--- src/design/ber_pkg.sv ---
// Shared types and constants of the ellipse rasterizer.
`default_nettype none

package ber_pkg;

  localparam int unsigned COORD_BITS_DEF = 11;
  localparam int unsigned AXIS_BITS_DEF  = 10;
  localparam int unsigned QUEUE_DEPTH    = 4;
  localparam int unsigned QUADRANTS      = 4;
  localparam int unsigned COLOR_BITS     = 32;

  // command word kinds
  typedef enum logic {
    CMD_START = 1'b0,
    CMD_STEP  = 1'b1
  } cmd_e;

  // offset move chosen by the error test
  typedef enum logic [1:0] {
    MOVE_DIAG,
    MOVE_HORIZ,
    MOVE_VERT
  } move_e;

  // back end sequencer
  typedef enum logic [2:0] {
    ST_IDLE,
    ST_SQ_A,
    ST_SQ_B,
    ST_MUL_A2B,
    ST_INIT_ERR,
    ST_STEP
  } state_e;

  // error update phases of one step
  typedef enum logic [2:0] {
    SP_MUL_AJ,
    SP_TEST_NEG,
    SP_TEST_POS,
    SP_MUL_BI,
    SP_ADD_B,
    SP_ADD_A,
    SP_DONE
  } step_ph_e;

endpackage

`default_nettype wire

--- src/design/ber_if.sv ---
// Valid/ready channel interfaces for command words and pixel words.
`default_nettype none

interface ber_cmd_if #(
  parameter int unsigned COORD_BITS = ber_pkg::COORD_BITS_DEF,
  parameter int unsigned AXIS_BITS  = ber_pkg::AXIS_BITS_DEF
);
  logic                  valid;
  logic                  ready;
  logic                  command;
  logic [COORD_BITS-1:0] center_x;
  logic [COORD_BITS-1:0] center_y;
  logic [AXIS_BITS-1:0]  semi_axis_x;
  logic [AXIS_BITS-1:0]  semi_axis_y;
  logic [31:0]           pixel_color;

  modport source (
    output valid, command, center_x, center_y, semi_axis_x, semi_axis_y, pixel_color,
    input  ready
  );
  modport sink (
    input  valid, command, center_x, center_y, semi_axis_x, semi_axis_y, pixel_color,
    output ready
  );
endinterface

interface ber_pix_if #(
  parameter int unsigned COORD_BITS = ber_pkg::COORD_BITS_DEF
);
  logic                         valid;
  logic                         ready;
  logic signed [COORD_BITS+1:0] pixel_x;
  logic signed [COORD_BITS+1:0] pixel_y;
  logic [31:0]                  out_color;
  logic                         last_of_step;
  logic                         shape_done;

  modport source (
    output valid, pixel_x, pixel_y, out_color, last_of_step, shape_done,
    input  ready
  );
  modport sink (
    input  valid, pixel_x, pixel_y, out_color, last_of_step, shape_done,
    output ready
  );
endinterface

`default_nettype wire

--- src/design/ber_front.sv ---
// Front end: takes command words, classifies them and hands them to the queue.
`default_nettype none

module ber_front #(
  parameter int unsigned COORD_BITS = ber_pkg::COORD_BITS_DEF,
  parameter int unsigned AXIS_BITS  = ber_pkg::AXIS_BITS_DEF,
  parameter int unsigned ENTRY_BITS = 1 + 2 * COORD_BITS + 2 * AXIS_BITS + 32
) (
  input  wire logic                  clk_i,
  input  wire logic                  rst_ni,
  ber_cmd_if.sink                    cmd_i,
  output logic                       push_valid_o,
  input  wire logic                  push_ready_i,
  output logic [ENTRY_BITS-1:0]      push_data_o
);
  import ber_pkg::*;

  logic                  hold_v_q;
  cmd_e                  kind_q;
  logic [COORD_BITS-1:0] cx_q;
  logic [COORD_BITS-1:0] cy_q;
  logic [AXIS_BITS-1:0]  ax_q;
  logic [AXIS_BITS-1:0]  ay_q;
  logic [COLOR_BITS-1:0] color_q;
  logic                  take;
  cmd_e                  kind;

  // one holding stage, refilled in the cycle it drains
  assign cmd_i.ready = !hold_v_q || push_ready_i;
  assign take        = cmd_i.valid && cmd_i.ready;
  assign kind        = cmd_e'(cmd_i.command);

  always_ff @(posedge clk_i or negedge rst_ni) begin
    if (!rst_ni) begin
      hold_v_q <= 1'b0;
    end else if (take) begin
      hold_v_q <= 1'b1;
    end else if (push_ready_i) begin
      hold_v_q <= 1'b0;
    end
  end

  // shape fields only matter to a start word
  always_ff @(posedge clk_i) begin
    if (take) begin
      kind_q <= kind;
      if (kind == CMD_START) begin
        cx_q    <= cmd_i.center_x;
        cy_q    <= cmd_i.center_y;
        ax_q    <= cmd_i.semi_axis_x;
        ay_q    <= cmd_i.semi_axis_y;
        color_q <= cmd_i.pixel_color;
      end
    end
  end

  assign push_valid_o = hold_v_q;
  assign push_data_o  = {kind_q, cx_q, cy_q, ax_q, ay_q, color_q};

endmodule

`default_nettype wire

--- src/design/ber_queue.sv ---
// Small first-in first-out queue between front end and back end.
`default_nettype none

module ber_queue #(
  parameter int unsigned WIDTH = 64,
  parameter int unsigned DEPTH = ber_pkg::QUEUE_DEPTH
) (
  input  wire logic             clk_i,
  input  wire logic             rst_ni,
  input  wire logic             push_valid_i,
  output logic                  push_ready_o,
  input  wire logic [WIDTH-1:0] push_data_i,
  output logic                  pop_valid_o,
  input  wire logic             pop_ready_i,
  output logic [WIDTH-1:0]      pop_data_o
);
  localparam int unsigned AW = (DEPTH > 1) ? $clog2(DEPTH) : 1;

  logic [WIDTH-1:0] mem_q [DEPTH];
  logic [AW:0]      wr_ptr_q;
  logic [AW:0]      rd_ptr_q;
  logic [AW:0]      count;
  logic             push;
  logic             pop;

  // occupancy from the wrap-extended pointers
  assign count        = wr_ptr_q - rd_ptr_q;
  assign push_ready_o = (count != (AW + 1)'(DEPTH));
  assign pop_valid_o  = (count != '0);
  assign push         = push_valid_i && push_ready_o;
  assign pop          = pop_valid_o && pop_ready_i;
  assign pop_data_o   = mem_q[rd_ptr_q[AW-1:0]];

  always_ff @(posedge clk_i or negedge rst_ni) begin
    if (!rst_ni) begin
      wr_ptr_q <= '0;
      rd_ptr_q <= '0;
    end else begin
      if (push) wr_ptr_q <= wr_ptr_q + 1'b1;
      if (pop)  rd_ptr_q <= rd_ptr_q + 1'b1;
    end
  end

  always_ff @(posedge clk_i) begin
    if (push) mem_q[wr_ptr_q[AW-1:0]] <= push_data_i;
  end

  // occupancy bookkeeping
  a_count_bound: assert property (@(posedge clk_i) disable iff (!rst_ni)
    count <= (AW + 1)'(DEPTH))
    else $error("queue occupancy beyond depth");
  a_count_up: assert property (@(posedge clk_i) disable iff (!rst_ni)
    (push && !pop) |=> (count == $past(count) + 1'b1))
    else $error("queue push lost");

endmodule

`default_nettype wire

--- src/design/ber_back.sv ---
// Back end: squares the axes, walks the error term and emits mirrored pixels.
`default_nettype none

module ber_back #(
  parameter int unsigned COORD_BITS = ber_pkg::COORD_BITS_DEF,
  parameter int unsigned AXIS_BITS  = ber_pkg::AXIS_BITS_DEF,
  parameter int unsigned ENTRY_BITS = 1 + 2 * COORD_BITS + 2 * AXIS_BITS + 32
) (
  input  wire logic                  clk_i,
  input  wire logic                  rst_ni,
  input  wire logic                  pop_valid_i,
  output logic                       pop_ready_o,
  input  wire logic [ENTRY_BITS-1:0] pop_data_i,
  ber_pix_if.source                  pix_o
);
  import ber_pkg::*;

  localparam int unsigned SQ   = 2 * AXIS_BITS;
  localparam int unsigned ERR  = 3 * AXIS_BITS + 6;
  localparam int unsigned MB   = (AXIS_BITS > COORD_BITS) ? AXIS_BITS : COORD_BITS;
  localparam int unsigned PW   = SQ + MB;
  localparam int unsigned CW   = ((ERR > PW + 1) ? ERR : PW + 1) + 3;
  localparam int unsigned PIX  = COORD_BITS + 2;
  localparam int unsigned AC   = AXIS_BITS + COORD_BITS;
  localparam logic [2:0] EMIT_DONE = 3'(QUADRANTS);

  // queue word fields
  cmd_e                  pop_cmd;
  logic [COORD_BITS-1:0] pop_cx;
  logic [COORD_BITS-1:0] pop_cy;
  logic [AXIS_BITS-1:0]  pop_ax;
  logic [AXIS_BITS-1:0]  pop_ay;
  logic [COLOR_BITS-1:0] pop_color;

  assign pop_cmd   = cmd_e'(pop_data_i[ENTRY_BITS-1]);
  assign pop_cx    = pop_data_i[ENTRY_BITS-2 -: COORD_BITS];
  assign pop_cy    = pop_data_i[ENTRY_BITS-2-COORD_BITS -: COORD_BITS];
  assign pop_ax    = pop_data_i[2*AXIS_BITS+COLOR_BITS-1 -: AXIS_BITS];
  assign pop_ay    = pop_data_i[AXIS_BITS+COLOR_BITS-1 -: AXIS_BITS];
  assign pop_color = pop_data_i[COLOR_BITS-1:0];

  state_e                state_q, state_d;
  step_ph_e              ph_q, ph_d;
  logic [2:0]            emit_q;
  logic                  active_q;
  logic [COORD_BITS-1:0] i_q, j_q, in_q, jn_q;
  logic [COORD_BITS-1:0] in_d, jn_d;
  logic signed [ERR-1:0] d_q;
  logic [SQ-1:0]         a2_q, b2_q;
  logic [COORD_BITS-1:0] cx_q, cy_q;
  logic [COLOR_BITS-1:0] color_q;
  logic [AXIS_BITS-1:0]  ax_q, ay_q;
  logic [AC-1:0]         ay_ext;
  move_e                 move_q, move_d;
  logic                  neg_diag_q;
  logic [PW-1:0]         prod_q;
  logic [SQ-1:0]         mul_a;
  logic [MB-1:0]         mul_b;
  logic                  emit_load;
  logic                  final_step;
  logic                  step_end;

  logic                  out_valid_q;
  logic [PIX-1:0]        px_q, py_q;
  logic [COLOR_BITS-1:0] ocolor_q;
  logic                  last_q, done_q;

  // error tests at a width that cannot overflow
  logic signed [CW-1:0]  d_w, prod_w, a2_w, b2_w, neg_sum, pos_sum;
  logic                  neg_diag, pos_diag;

  assign d_w     = {{(CW - ERR){d_q[ERR-1]}}, d_q};
  assign prod_w  = {{(CW - PW){1'b0}}, prod_q};
  assign a2_w    = {{(CW - SQ){1'b0}}, a2_q};
  assign b2_w    = {{(CW - SQ){1'b0}}, b2_q};
  assign neg_sum = ((d_w + prod_w) <<< 1) - a2_w;
  assign pos_sum = ((d_w - prod_w) <<< 1) - b2_w;
  assign neg_diag = !neg_sum[CW-1] && (neg_sum != '0);
  assign pos_diag = pos_sum[CW-1];

  assign final_step = (j_q == '0);
  assign step_end   = (state_q == ST_STEP) && (emit_q == EMIT_DONE) &&
                      (final_step || (ph_q == SP_DONE));
  assign ay_ext     = AC'(ay_q);

  // move choice from the error sign and the two delta tests
  always_comb begin
    if (d_q == '0) begin
      move_d = MOVE_DIAG;
    end else if (d_q[ERR-1]) begin
      move_d = neg_diag_q ? MOVE_DIAG : MOVE_HORIZ;
    end else begin
      move_d = pos_diag ? MOVE_DIAG : MOVE_VERT;
    end
    in_d = (move_d != MOVE_VERT)  ? i_q + 1'b1 : i_q;
    jn_d = (move_d != MOVE_HORIZ) ? j_q - 1'b1 : j_q;
  end

  // next state
  always_comb begin
    state_d = state_q;
    unique case (state_q)
      ST_IDLE: begin
        if (pop_valid_i) begin
          if (pop_cmd == CMD_START) begin
            state_d = ST_SQ_A;
          end else if (active_q) begin
            state_d = ST_STEP;
          end
        end
      end
      ST_SQ_A:     state_d = ST_SQ_B;
      ST_SQ_B:     state_d = ST_MUL_A2B;
      ST_MUL_A2B:  state_d = ST_INIT_ERR;
      ST_INIT_ERR: state_d = ST_IDLE;
      ST_STEP: begin
        if (step_end) state_d = ST_IDLE;
      end
      default:     state_d = ST_IDLE;
    endcase
  end

  // step phase sequence
  always_comb begin
    ph_d = ph_q;
    if (state_q == ST_IDLE) begin
      ph_d = SP_MUL_AJ;
    end else if (state_q == ST_STEP && !final_step) begin
      unique case (ph_q)
        SP_MUL_AJ:   ph_d = SP_TEST_NEG;
        SP_TEST_NEG: ph_d = SP_TEST_POS;
        SP_TEST_POS: ph_d = SP_MUL_BI;
        SP_MUL_BI:   ph_d = SP_ADD_B;
        SP_ADD_B:    ph_d = SP_ADD_A;
        SP_ADD_A:    ph_d = SP_DONE;
        SP_DONE:     ph_d = SP_DONE;
        default:     ph_d = SP_DONE;
      endcase
    end
  end

  // queue pop, multiplier operands, pixel load
  always_comb begin
    pop_ready_o = 1'b0;
    mul_a       = '0;
    mul_b       = '0;
    emit_load   = 1'b0;
    unique case (state_q)
      ST_IDLE:     pop_ready_o = 1'b1;
      ST_SQ_A: begin
        mul_a = SQ'(ax_q);
        mul_b = MB'(ax_q);
      end
      ST_SQ_B: begin
        mul_a = SQ'(ay_q);
        mul_b = MB'(ay_q);
      end
      ST_MUL_A2B: begin
        mul_a = a2_q;
        mul_b = MB'(ay_q);
      end
      ST_INIT_ERR: ;
      ST_STEP: begin
        emit_load = (emit_q != EMIT_DONE) && (!out_valid_q || pix_o.ready);
        case (ph_q)
          SP_MUL_AJ: begin
            mul_a = a2_q;
            mul_b = MB'(j_q);
          end
          SP_TEST_NEG: begin
            mul_a = b2_q;
            mul_b = MB'(i_q);
          end
          SP_MUL_BI: begin
            mul_a = b2_q;
            mul_b = MB'(in_q);
          end
          SP_ADD_B: begin
            mul_a = a2_q;
            mul_b = MB'(jn_q);
          end
          default: ;
        endcase
      end
      default: ;
    endcase
  end

  // control registers
  always_ff @(posedge clk_i or negedge rst_ni) begin
    if (!rst_ni) begin
      state_q     <= ST_IDLE;
      ph_q        <= SP_MUL_AJ;
      emit_q      <= '0;
      active_q    <= 1'b0;
      out_valid_q <= 1'b0;
    end else begin
      state_q <= state_d;
      ph_q    <= ph_d;
      if (state_q == ST_IDLE) begin
        emit_q <= '0;
      end else if (emit_load) begin
        emit_q <= emit_q + 1'b1;
      end
      if (state_q == ST_INIT_ERR) begin
        active_q <= 1'b1;
      end else if (step_end && final_step) begin
        active_q <= 1'b0;
      end
      if (emit_load) begin
        out_valid_q <= 1'b1;
      end else if (pix_o.ready) begin
        out_valid_q <= 1'b0;
      end
    end
  end

  // shared multiplier, one product per cycle
  always_ff @(posedge clk_i) begin
    prod_q <= mul_a * mul_b;
  end

  // shape datapath
  always_ff @(posedge clk_i) begin
    case (state_q)
      ST_IDLE: begin
        if (pop_valid_i && pop_cmd == CMD_START) begin
          cx_q    <= pop_cx;
          cy_q    <= pop_cy;
          color_q <= pop_color;
          ax_q    <= pop_ax;
          ay_q    <= pop_ay;
        end
      end
      ST_SQ_B:    a2_q <= prod_q[SQ-1:0];
      ST_MUL_A2B: b2_q <= prod_q[SQ-1:0];
      ST_INIT_ERR: begin
        d_q <= ERR'(a2_q) + ERR'(b2_q) - ERR'({prod_q, 1'b0});
        i_q <= '0;
        j_q <= ay_ext[COORD_BITS-1:0];
      end
      ST_STEP: begin
        if (!final_step) begin
          case (ph_q)
            SP_TEST_NEG: neg_diag_q <= neg_diag;
            SP_TEST_POS: begin
              move_q <= move_d;
              in_q   <= in_d;
              jn_q   <= jn_d;
            end
            SP_ADD_B: begin
              if (move_q != MOVE_VERT) begin
                d_q <= d_q + ERR'({prod_q, 1'b0}) + ERR'(b2_q);
              end
            end
            SP_ADD_A: begin
              if (move_q != MOVE_HORIZ) begin
                d_q <= d_q + ERR'(a2_q) - ERR'({prod_q, 1'b0});
              end
            end
            default: ;
          endcase
        end
        if (step_end && !final_step) begin
          i_q <= in_q;
          j_q <= jn_q;
        end
      end
      default: ;
    endcase
  end

  // output register: quadrant order +i+j, +i-j, -i+j, -i-j
  always_ff @(posedge clk_i) begin
    if (emit_load) begin
      px_q     <= emit_q[1] ? PIX'(cx_q) - PIX'(i_q) : PIX'(cx_q) + PIX'(i_q);
      py_q     <= emit_q[0] ? PIX'(cy_q) - PIX'(j_q) : PIX'(cy_q) + PIX'(j_q);
      ocolor_q <= color_q;
      last_q   <= (emit_q[1:0] == 2'(QUADRANTS - 1));
      done_q   <= (emit_q[1:0] == 2'(QUADRANTS - 1)) && final_step;
    end
  end

  assign pix_o.valid        = out_valid_q;
  assign pix_o.pixel_x      = px_q;
  assign pix_o.pixel_y      = py_q;
  assign pix_o.out_color    = ocolor_q;
  assign pix_o.last_of_step = last_q;
  assign pix_o.shape_done   = done_q;

  // sequencing checks
  a_done_is_last: assert property (@(posedge clk_i) disable iff (!rst_ni)
    (pix_o.valid && pix_o.shape_done) |-> pix_o.last_of_step)
    else $error("shape done without last pixel of step");
  a_final_idles: assert property (@(posedge clk_i) disable iff (!rst_ni)
    (step_end && final_step) |=> !active_q)
    else $error("drawing still active after final step");
  a_step_active: assert property (@(posedge clk_i) disable iff (!rst_ni)
    (state_q == ST_STEP) |-> active_q)
    else $error("step executed while idle");
  a_end_all_sent: assert property (@(posedge clk_i) disable iff (!rst_ni)
    step_end |-> (emit_q == EMIT_DONE))
    else $error("step ended before its pixels were loaded");

endmodule

`default_nettype wire

--- src/design/bresenham_ellipse_raster.sv ---
// Order: a step word passes the front holding register, the queue, the back end sequencer
// and the output register, then gives one pixel a cycle while the receiver is ready. A start
// word gives no pixels and holds the back end in ST_SQ_A, ST_SQ_B, ST_MUL_A2B and ST_INIT_ERR.
// A step but the final one runs the 6 error update phases on the shared multiplier beside the 4 pixel loads.
// Reset: asynchronous, active low; sequencer idle, queue empty, no shape active.
`default_nettype none

module bresenham_ellipse_raster #(
  parameter int unsigned COORD_BITS = ber_pkg::COORD_BITS_DEF,
  parameter int unsigned AXIS_BITS  = ber_pkg::AXIS_BITS_DEF
) (
  input  wire logic clk_i,
  input  wire logic rst_ni,
  ber_cmd_if.sink   cmd_i,
  ber_pix_if.source pix_o
);
  import ber_pkg::*;

  localparam int unsigned ENTRY_BITS = 1 + 2 * COORD_BITS + 2 * AXIS_BITS + COLOR_BITS;

  logic                  push_valid;
  logic                  push_ready;
  logic [ENTRY_BITS-1:0] push_data;
  logic                  pop_valid;
  logic                  pop_ready;
  logic [ENTRY_BITS-1:0] pop_data;

  ber_front #(
    .COORD_BITS (COORD_BITS),
    .AXIS_BITS  (AXIS_BITS),
    .ENTRY_BITS (ENTRY_BITS)
  ) u_front (
    .clk_i        (clk_i),
    .rst_ni       (rst_ni),
    .cmd_i        (cmd_i),
    .push_valid_o (push_valid),
    .push_ready_i (push_ready),
    .push_data_o  (push_data)
  );

  ber_queue #(
    .WIDTH (ENTRY_BITS),
    .DEPTH (QUEUE_DEPTH)
  ) u_queue (
    .clk_i        (clk_i),
    .rst_ni       (rst_ni),
    .push_valid_i (push_valid),
    .push_ready_o (push_ready),
    .push_data_i  (push_data),
    .pop_valid_o  (pop_valid),
    .pop_ready_i  (pop_ready),
    .pop_data_o   (pop_data)
  );

  ber_back #(
    .COORD_BITS (COORD_BITS),
    .AXIS_BITS  (AXIS_BITS),
    .ENTRY_BITS (ENTRY_BITS)
  ) u_back (
    .clk_i       (clk_i),
    .rst_ni      (rst_ni),
    .pop_valid_i (pop_valid),
    .pop_ready_o (pop_ready),
    .pop_data_i  (pop_data),
    .pix_o       (pix_o)
  );

endmodule

`default_nettype wire

--- src/flat_wrapper.sv ---
// flat-port wrapper written by rule: the top's interface ports become plain ports
module bresenham_ellipse_raster_flat import ber_pkg::*;
#(
  parameter int unsigned COORD_BITS = ber_pkg::COORD_BITS_DEF,
  parameter int unsigned AXIS_BITS  = ber_pkg::AXIS_BITS_DEF
)
  (clk_i, rst_ni, cmd_i_valid, cmd_i_command, cmd_i_center_x, cmd_i_center_y, cmd_i_semi_axis_x, cmd_i_semi_axis_y, cmd_i_pixel_color, cmd_i_ready, pix_o_valid, pix_o_pixel_x, pix_o_pixel_y, pix_o_out_color, pix_o_last_of_step, pix_o_shape_done, pix_o_ready);
  ber_cmd_if #(.COORD_BITS(COORD_BITS), .AXIS_BITS(AXIS_BITS)) cmd_i_i ();
  ber_pix_if #(.COORD_BITS(COORD_BITS)) pix_o_i ();
  input  wire logic clk_i;
  input  wire logic rst_ni;
  input wire logic [$bits(cmd_i_i.valid)-1:0] cmd_i_valid;
  input wire logic [$bits(cmd_i_i.command)-1:0] cmd_i_command;
  input wire logic [$bits(cmd_i_i.center_x)-1:0] cmd_i_center_x;
  input wire logic [$bits(cmd_i_i.center_y)-1:0] cmd_i_center_y;
  input wire logic [$bits(cmd_i_i.semi_axis_x)-1:0] cmd_i_semi_axis_x;
  input wire logic [$bits(cmd_i_i.semi_axis_y)-1:0] cmd_i_semi_axis_y;
  input wire logic [$bits(cmd_i_i.pixel_color)-1:0] cmd_i_pixel_color;
  output wire logic [$bits(cmd_i_i.ready)-1:0] cmd_i_ready;
  output wire logic [$bits(pix_o_i.valid)-1:0] pix_o_valid;
  output wire logic [$bits(pix_o_i.pixel_x)-1:0] pix_o_pixel_x;
  output wire logic [$bits(pix_o_i.pixel_y)-1:0] pix_o_pixel_y;
  output wire logic [$bits(pix_o_i.out_color)-1:0] pix_o_out_color;
  output wire logic [$bits(pix_o_i.last_of_step)-1:0] pix_o_last_of_step;
  output wire logic [$bits(pix_o_i.shape_done)-1:0] pix_o_shape_done;
  input wire logic [$bits(pix_o_i.ready)-1:0] pix_o_ready;
  assign cmd_i_i.valid = cmd_i_valid;
  assign cmd_i_i.command = cmd_i_command;
  assign cmd_i_i.center_x = cmd_i_center_x;
  assign cmd_i_i.center_y = cmd_i_center_y;
  assign cmd_i_i.semi_axis_x = cmd_i_semi_axis_x;
  assign cmd_i_i.semi_axis_y = cmd_i_semi_axis_y;
  assign cmd_i_i.pixel_color = cmd_i_pixel_color;
  assign cmd_i_ready = cmd_i_i.ready;
  assign pix_o_valid = pix_o_i.valid;
  assign pix_o_pixel_x = pix_o_i.pixel_x;
  assign pix_o_pixel_y = pix_o_i.pixel_y;
  assign pix_o_out_color = pix_o_i.out_color;
  assign pix_o_last_of_step = pix_o_i.last_of_step;
  assign pix_o_shape_done = pix_o_i.shape_done;
  assign pix_o_i.ready = pix_o_ready;
  bresenham_ellipse_raster #(.COORD_BITS(COORD_BITS), .AXIS_BITS(AXIS_BITS)) u_core (.clk_i(clk_i), .rst_ni(rst_ni), .cmd_i(cmd_i_i), .pix_o(pix_o_i));
endmodule
--- config.mk ---
export PLATFORM = sky130hd
export DESIGN_NAME = bresenham_ellipse_raster_flat
export DESIGN_NICKNAME = d
export VERILOG_FILES = /design/src/design/ber_pkg.sv /design/src/design/ber_if.sv /design/src/design/ber_front.sv /design/src/design/ber_queue.sv /design/src/design/ber_back.sv /design/src/design/bresenham_ellipse_raster.sv /design/src/flat_wrapper.sv
export SDC_FILE = /design/constraint.sdc
export NUM_CORES = 2
export LEC_CHECK = 0
export ABC_AREA = 1
export BUFFER_PORTS_ARGS = -buffer_cell sky130_fd_sc_hd__buf_2
export CORE_MARGIN = 8
export CORE_UTILIZATION = 51
export CTS_CLUSTER_SIZE = 14
export DETAILED_ROUTE_END_ITERATION = 6
export MAX_ROUTING_LAYER = met4
export PLACE_DENSITY = 0.74
export SLEW_MARGIN = 20
export SYNTH_ARGS = -nofsm -noshare
export SYNTH_HDL_FRONTEND = slang
export SYNTH_SLANG_ARGS = --single-unit
export TNS_END_PERCENT = 1
--- constraint.sdc ---
create_clock -name clk_i -period 12 [get_ports clk_i]
set_input_delay 1.2 -clock clk_i [delete_from_list [all_inputs] [get_ports clk_i]]
set_output_delay 1.2 -clock clk_i [all_outputs]
set_load 0.005 [all_outputs]
**After elaboration in Yosys (flattened, before gate mapping)**

Memory sizes are Yosys's and may differ from the RTL's.
Index checks and enable logic that the tools add are counted.

- Flip-flop bits (word level): 381
- ROM bits: 0
- Memories: 1
- Bits of input ports: 79
- Bits in latches: 0
- Memory bits (writable): 300

Memories:

| memory | depth | bits a word | read ports | clocked after Yosys merged registers in | wr ports | line | source |
|---|---|---|---|---|---|---|---|
| u_core.u_queue.mem_q | 4 | 75 | 1 | 0 | 1 | ber_queue.sv:19 | `logic [WIDTH-1:0] mem_q [DEPTH];` |

- Bitwise operators: 3
- Shifts and indexed selects: 0
- Add/subtract/negate cells: 20
- Multiplexer cells: 41
- $lt $le $gt $ge: 0
- Equal/unequal tests: 27
- Divide/modulo/power cells: 0
- Multiply operators: 1
- Reduce and logical (&&, ||, !) cells: 41

Operators with widths:

| cell | count |
|---|---|
| 36-bit case mux with 2 select lines | 2 |
| 36-bit two-way mux | 3 |
| 20-bit case mux with 4 select lines | 1 |
| 36-bit by 20-bit adder with 36-bit output | 2 |
| 11-bit two-way mux | 4 |
| 11-bit case mux with 2 select lines | 2 |
| 11-bit case mux with 4 select lines | 1 |
| 20-bit case mux with 2 select lines | 1 |
| 39-bit nonzero test | 1 |
| 38-bit by 21-bit subtractor with 39-bit output | 1 |
| 39-bit by 21-bit subtractor with 39-bit output | 1 |
| 36-bit by 32-bit adder with 37-bit output | 1 |
| 36-bit by 32-bit subtractor with 37-bit output | 1 |
| 36-bit by 32-bit adder with 36-bit output | 1 |
| 36-bit zero test | 1 |
| 36-bit by 32-bit subtractor with 36-bit output | 1 |
| 11-bit case mux with 3 select lines | 1 |
| 21-bit by 32-bit subtractor with 33-bit output | 1 |
| 20-bit by 11-bit multiplier with 31-bit output | 1 |
| 3-bit case mux with 5 select lines | 2 |
| 13-bit two-way mux | 2 |
| 11-bit by 11-bit adder with 12-bit output | 2 |
| 3-bit two-way mux | 8 |
| 11-bit by 11-bit subtractor with 12-bit output | 2 |
| other kinds (27) | 90 |

**Logic depth before layout (Yosys ltp)**

- Depth after elaboration: 7
- Gate-level depth with buffers: 35

**Cells and area by module**

A second synthesis with hierarchy kept.

- Cell total of the unflattened synthesis: 5355
- Area, all modules: 47639.4 µm²

By module, submodules not included:

| module | sequential area each (µm²) | area an instance (µm²) | times used | cells each |
|---|---|---|---|---|
| ber_back | 8613.3 | 33786.2 | 1 | 4480 |
| ber_queue | 9158.8 | 11538.6 | 1 | 792 |
| ber_front | 2277.2 | 2314.7 | 1 | 83 |

**Worst setup path after synthesis**

Ideal clock, no wire load.

- Path type: register to register
- Start: register u_core.u_queue.rd_ptr_q[1]
- End: register u_core.u_front.ax_q[0] (enable)
- Slack: 4596 ps
- Setup time: 597 ps
- Stages on the path, launching flop included: 10
- Path buffers: 2
- Data arrival time: 6808 ps
- Cells stage by stage: dfrtp_1 inv_1 clkbuf_1 clkbuf_1 ha_1 a21oi_1 xor2_1 nand3b_1 nor2_1 nor3_1

- Longest elaborated chain between the ends: 5

RTL lines:

| element | line | source |
|---|---|---|
| from (decl) | ber_queue.sv:21 | `logic [AW:0] rd_ptr_q;` |
| from (signal assigned) | ber_queue.sv:40 | `if (pop) rd_ptr_q <= rd_ptr_q + 1'b1;` |
| 3-bit subtractor | ber_queue.sv:27 | `assign count = wr_ptr_q - rd_ptr_q;` |
| 3-bit != test | ber_queue.sv:28 | `assign push_ready_o = (count != (AW + 1)'(DEPTH));` |
| 1-bit logical OR | ber_front.sv:29 | `assign cmd_i.ready = !hold_v_q \|\| push_ready_i;` |
| 1-bit logical AND | ber_front.sv:30 | `assign take = cmd_i.valid && cmd_i.ready;` |
| 2-bit AND reduction (no line) | n/a |  |
| to (signal assigned) | ber_front.sv:50 | `ax_q <= cmd_i.semi_axis_x;` |
| to (decl) | ber_front.sv:22 | `logic [AXIS_BITS-1:0] ax_q;` |

No other way between the ends.
A chain may end at the register's enable or synchronous reset.

**Worst setup path in the final report**

- Start: register u_core.u_back.ph_q[0]
- End: register u_core.u_back.prod_q[28]

- Longest elaborated chain between the ends: 5

RTL lines:

| element | line | source |
|---|---|---|
| from (decl) | ber_back.sv:43 | `step_ph_e ph_q, ph_d;` |
| from (signal assigned) | ber_back.sv:199 | `ph_q <= ph_d;` |
| 3-bit equality test, or another cell as far along | ber_back.sv:165 | `case (ph_q)` |
| 2-bit OR reduction (no line) | n/a |  |
| 20-bit case mux with 2 select lines | ber_back.sv:165 |  |
| 20-bit case mux with 4 select lines | ber_back.sv:148 | `unique case (state_q)` |
| 20-bit by 11-bit multiplier with 31-bit output * | ber_back.sv:220 | `prod_q <= mul_a * mul_b;` |
| to (signal assigned) | ber_back.sv:220 |  |
| to (decl) | ber_back.sv:56 | `logic [PW-1:0] prod_q;` |

Every way passes the cells marked *; elsewhere a longest branch is shown, timed or not.

==> results.yml <==
routing:
  drtIter0Drc: 3184
  first_pass_iters: 7
  drc: 1
  post_drt_wl_per_cell_microns: 20.29
  avgViaCountPerCell: 5.607
  routed_wl_mm: 135.6
  vias: 37480
  ant_nets: 0
yosys:
  synth_edf_count: 632
  synth_area_sq_um: 47290
  synthCells: 5274
  avgSynthCellArea_sq_um: 8.966
  syn_nets: 5921
  ys_seq_area_share_pct: 42.40
  ys_types: 58
  synth-seq-cells: 681
  async_reset_ff_share_pct: 2.643
  ys.flop_type: "edfxtp_1"
  ys_warn_count: 0
floorplan:
  io_pins: 141
  core_sq_um: 91800
  initial_core_util_pct: 51.51
  die_w_microns: 320.5
  die_area_sq_um: 102700
  die_height_microns: 320.5
  num_rows: 111
place:
  port_buffers: 140
  place_congestion: 1.028
  dpl.hpwl_mm: 103.3
min_path:
  hp-start: "u_core.u_back.color_q[19]"
  min_path_type: "register to register"
critical_path:
  crit_top_cell: "nand2_1"
  crit_required_ns: 12.47
  critPathLaunch: "u_core.u_back.ph_q[0]"
  slowest_delay_ns: 0.69
  worstReg2RegStart: "u_core.u_back.ph_q[0]"
  path_max_fanout: 21
  crit_path_end_kind: "register"
  r2r_setup_slack_ns: 4.17
  path_class: "register to register"
  critPathSlowestCell: "nor2_1"
  startpoint_type: "register"
  critPathArrivalTime_ns: 8.31
run_status:
  status: "finished with violations"
  violations: "DRC"
clock_network:
  h-tree-depth: 3
  clkLatencyLatePin_ns: 0.65
  cts_tree: "yes"
  cts.sinks: 681
  post_cts_buffers: 0
  cts_root_buf: "clkbuf_16"
  cts_made_buffers: 69
  cts_buffer_depth: 3
  clk_pin_slew_ns: 0.06
  cts_resized: 0
  cts_hold_buf: 0
global_route:
  grt_max_degree: 86
  grt_pass1_wl_mm: 205.8
  antenna_found_initial: 2
  grt_pass1_vias: 37140
  grt-ovfl-total: 0
  grt_use_total_pct: 26.19
finish:
  fillers: 8040
  final_net_count: 6038
  layout-drive-gt1-share_pct: 6.304
  final_core_util_pct: 56.18
  syn_to_final_growth_pct: 9.068
sta:
  layout_worst_path_cycle_share_pct: 65.28
  rsz0062_at_grt: "no"
  hold_viol_final: 0
  post-route-min-period_ns: 7.834
  slew_headroom_pct: 27.03
  hold_slack_ns: 0.4140
  finClkSkew_ns: 0.05764
  tightest_slew_ns: 1.094
  setup_viol: 0
  slew_viol_final: 0
  finalSetupTns_ns: 0
  fmax_ghz: 0.1277
flow_run:
  cap_violations: 0
## cell type report
type / instances / area [sq um] / share of cell area [%]
clock buffer: 89 / 1886 / 3.656
clock inverter: 32 / 375.4 / 0.7278
timing repair buffer: 166 / 899.6 / 1.744
sequential: 681 / 20050 / 38.88
multi-input combinational: 3638 / 23670 / 45.89
antenna: 1 / 2.502 / 0.004852
tap: 1243 / 1555 / 3.015
inverter: 835 / 3137 / 6.082
## flip-flops by register name, summed over array words and instances, names as in the netlist, 11 cells and up
register / flops
u_core.u_queue.mem_q: 300
u_core.u_back.d_q: 36
u_core.u_back.color_q: 32
u_core.u_back.pix_o.out_color: 32
u_core.u_front.color_q: 32
u_core.u_back.prod_q: 31
u_core.u_back.a2_q: 20
u_core.u_back.b2_q: 20
u_core.u_back.pix_o.pixel_x: 13
u_core.u_back.pix_o.pixel_y: 13
u_core.u_back.cx_q: 11
u_core.u_back.cy_q: 11
u_core.u_back.i_q: 11
u_core.u_back.in_q: 11
u_core.u_back.j_q: 11
u_core.u_back.jn_q: 11
u_core.u_front.cx_q: 11
u_core.u_front.cy_q: 11
## cell usage in the layout, fill, tap and decap left out, types with 129 or more instances in the layout
master / count
xor2_1: 129
fa_1: 225
ha_1: 343
buf_2: 140
edfxtp_1: 632
a21oi_1: 319
nor2_1: 586
o21ai_0: 322
nand2_1: 1041
inv_1: 816
nand3_1: 166
## cells by family (layout without fill, tap and decap cells)
kind of cell | after synthesis | count (layout) | synth area share [%]
muxes | 3 | 3 | 0.06350
xor gates and xnor gates | 160 | 160 | 2.963
AOI/OAI and AO/OA | 942 | 942 | 11.28
DFF | 681 | 681 | 42.40
and+or+nand+nor | 1965 | 1965 | 16.96
buffers and inverters | 955 | 1122 | 7.739
adders and majority gates | 568 | 568 | 18.60
other | 0 | 1 | 0
## worst max-delay path, delay by kind of cell, from the launching register on
family          cells  cell delay (ns)
compound gates      6             1.41
flops               1             0.40
buf+inv             6             0.67
simple gates       10             2.11
fa+ha+maj           6             2.92
xor+xnor            1             0.14
## synthesized netlist by cell type, types with 15 or more instances
cell / instances / area, sq um
nor2_1: 593 / 2226
o22ai_1: 103 / 644.4
nand2_1: 1041 / 3908
a22oi_1: 28 / 210.2
edfxtp_1: 632 / 18980
o21bai_1: 26 / 195.2
a21o_1: 21 / 157.7
a21oi_1: 319 / 1597
o21a_1: 15 / 112.6
xnor2_1: 31 / 271.5
nand3_1: 166 / 830.8
dfrtp_1: 18 / 450.4
inv_1: 819 / 3074
nor2_2: 15 / 93.84
o21ai_0: 323 / 1617
dfxtp_1: 31 / 620.6
a31oi_1: 15 / 93.84
ha_1: 343 / 4292
nand4_1: 50 / 312.8
xor2_1: 129 / 1130
clkbuf_1: 92 / 345.3
nor4_1: 18 / 112.6
fa_1: 225 / 4504
nor3_1: 37 / 185.2
## layer usage
| metal | wire length, microns | track usage (%) | vias to the layer above |
|---|---|---|---|
| met3 | 8649 | 2.978 | 298 |
| met2 | 66670 | 44.61 | 1474 |
| met4 | 6054 | 10.69 | 0 |
| met1 | 54230 | 31.77 | 17990 |
| met5 | 0 | - | - |
| li1 | - | - | 17720 |
## per-stage QoR
step	cells	area, sq um	worst slack (ns)
finish	6685	51580	4.166
global placement	6563	49310	4.423
CTS	6684	51570	4.240
floorplan	5274	47290	4.596
detailed placement	6563	49310	4.241
global route	6685	51580	3.811
## final timing paths
check	endpoint	depth (start not counted)
setup / recovery	u_core.u_back.prod_q[28]	29
hold / removal	u_core.u_back.pix_o.out_color[19]	0
setup reg to reg	u_core.u_back.prod_q[28]	29
hold reg to reg	u_core.u_back.pix_o.out_color[19]	0
max in group asynchronous	u_core.u_queue.rd_ptr_q[0]	1
min in group asynchronous	u_core.u_back.ph_q[2]	1
Power is not shown: default switching activity piles up to over one toggle a cycle in this logic, so the estimate is an artifact.
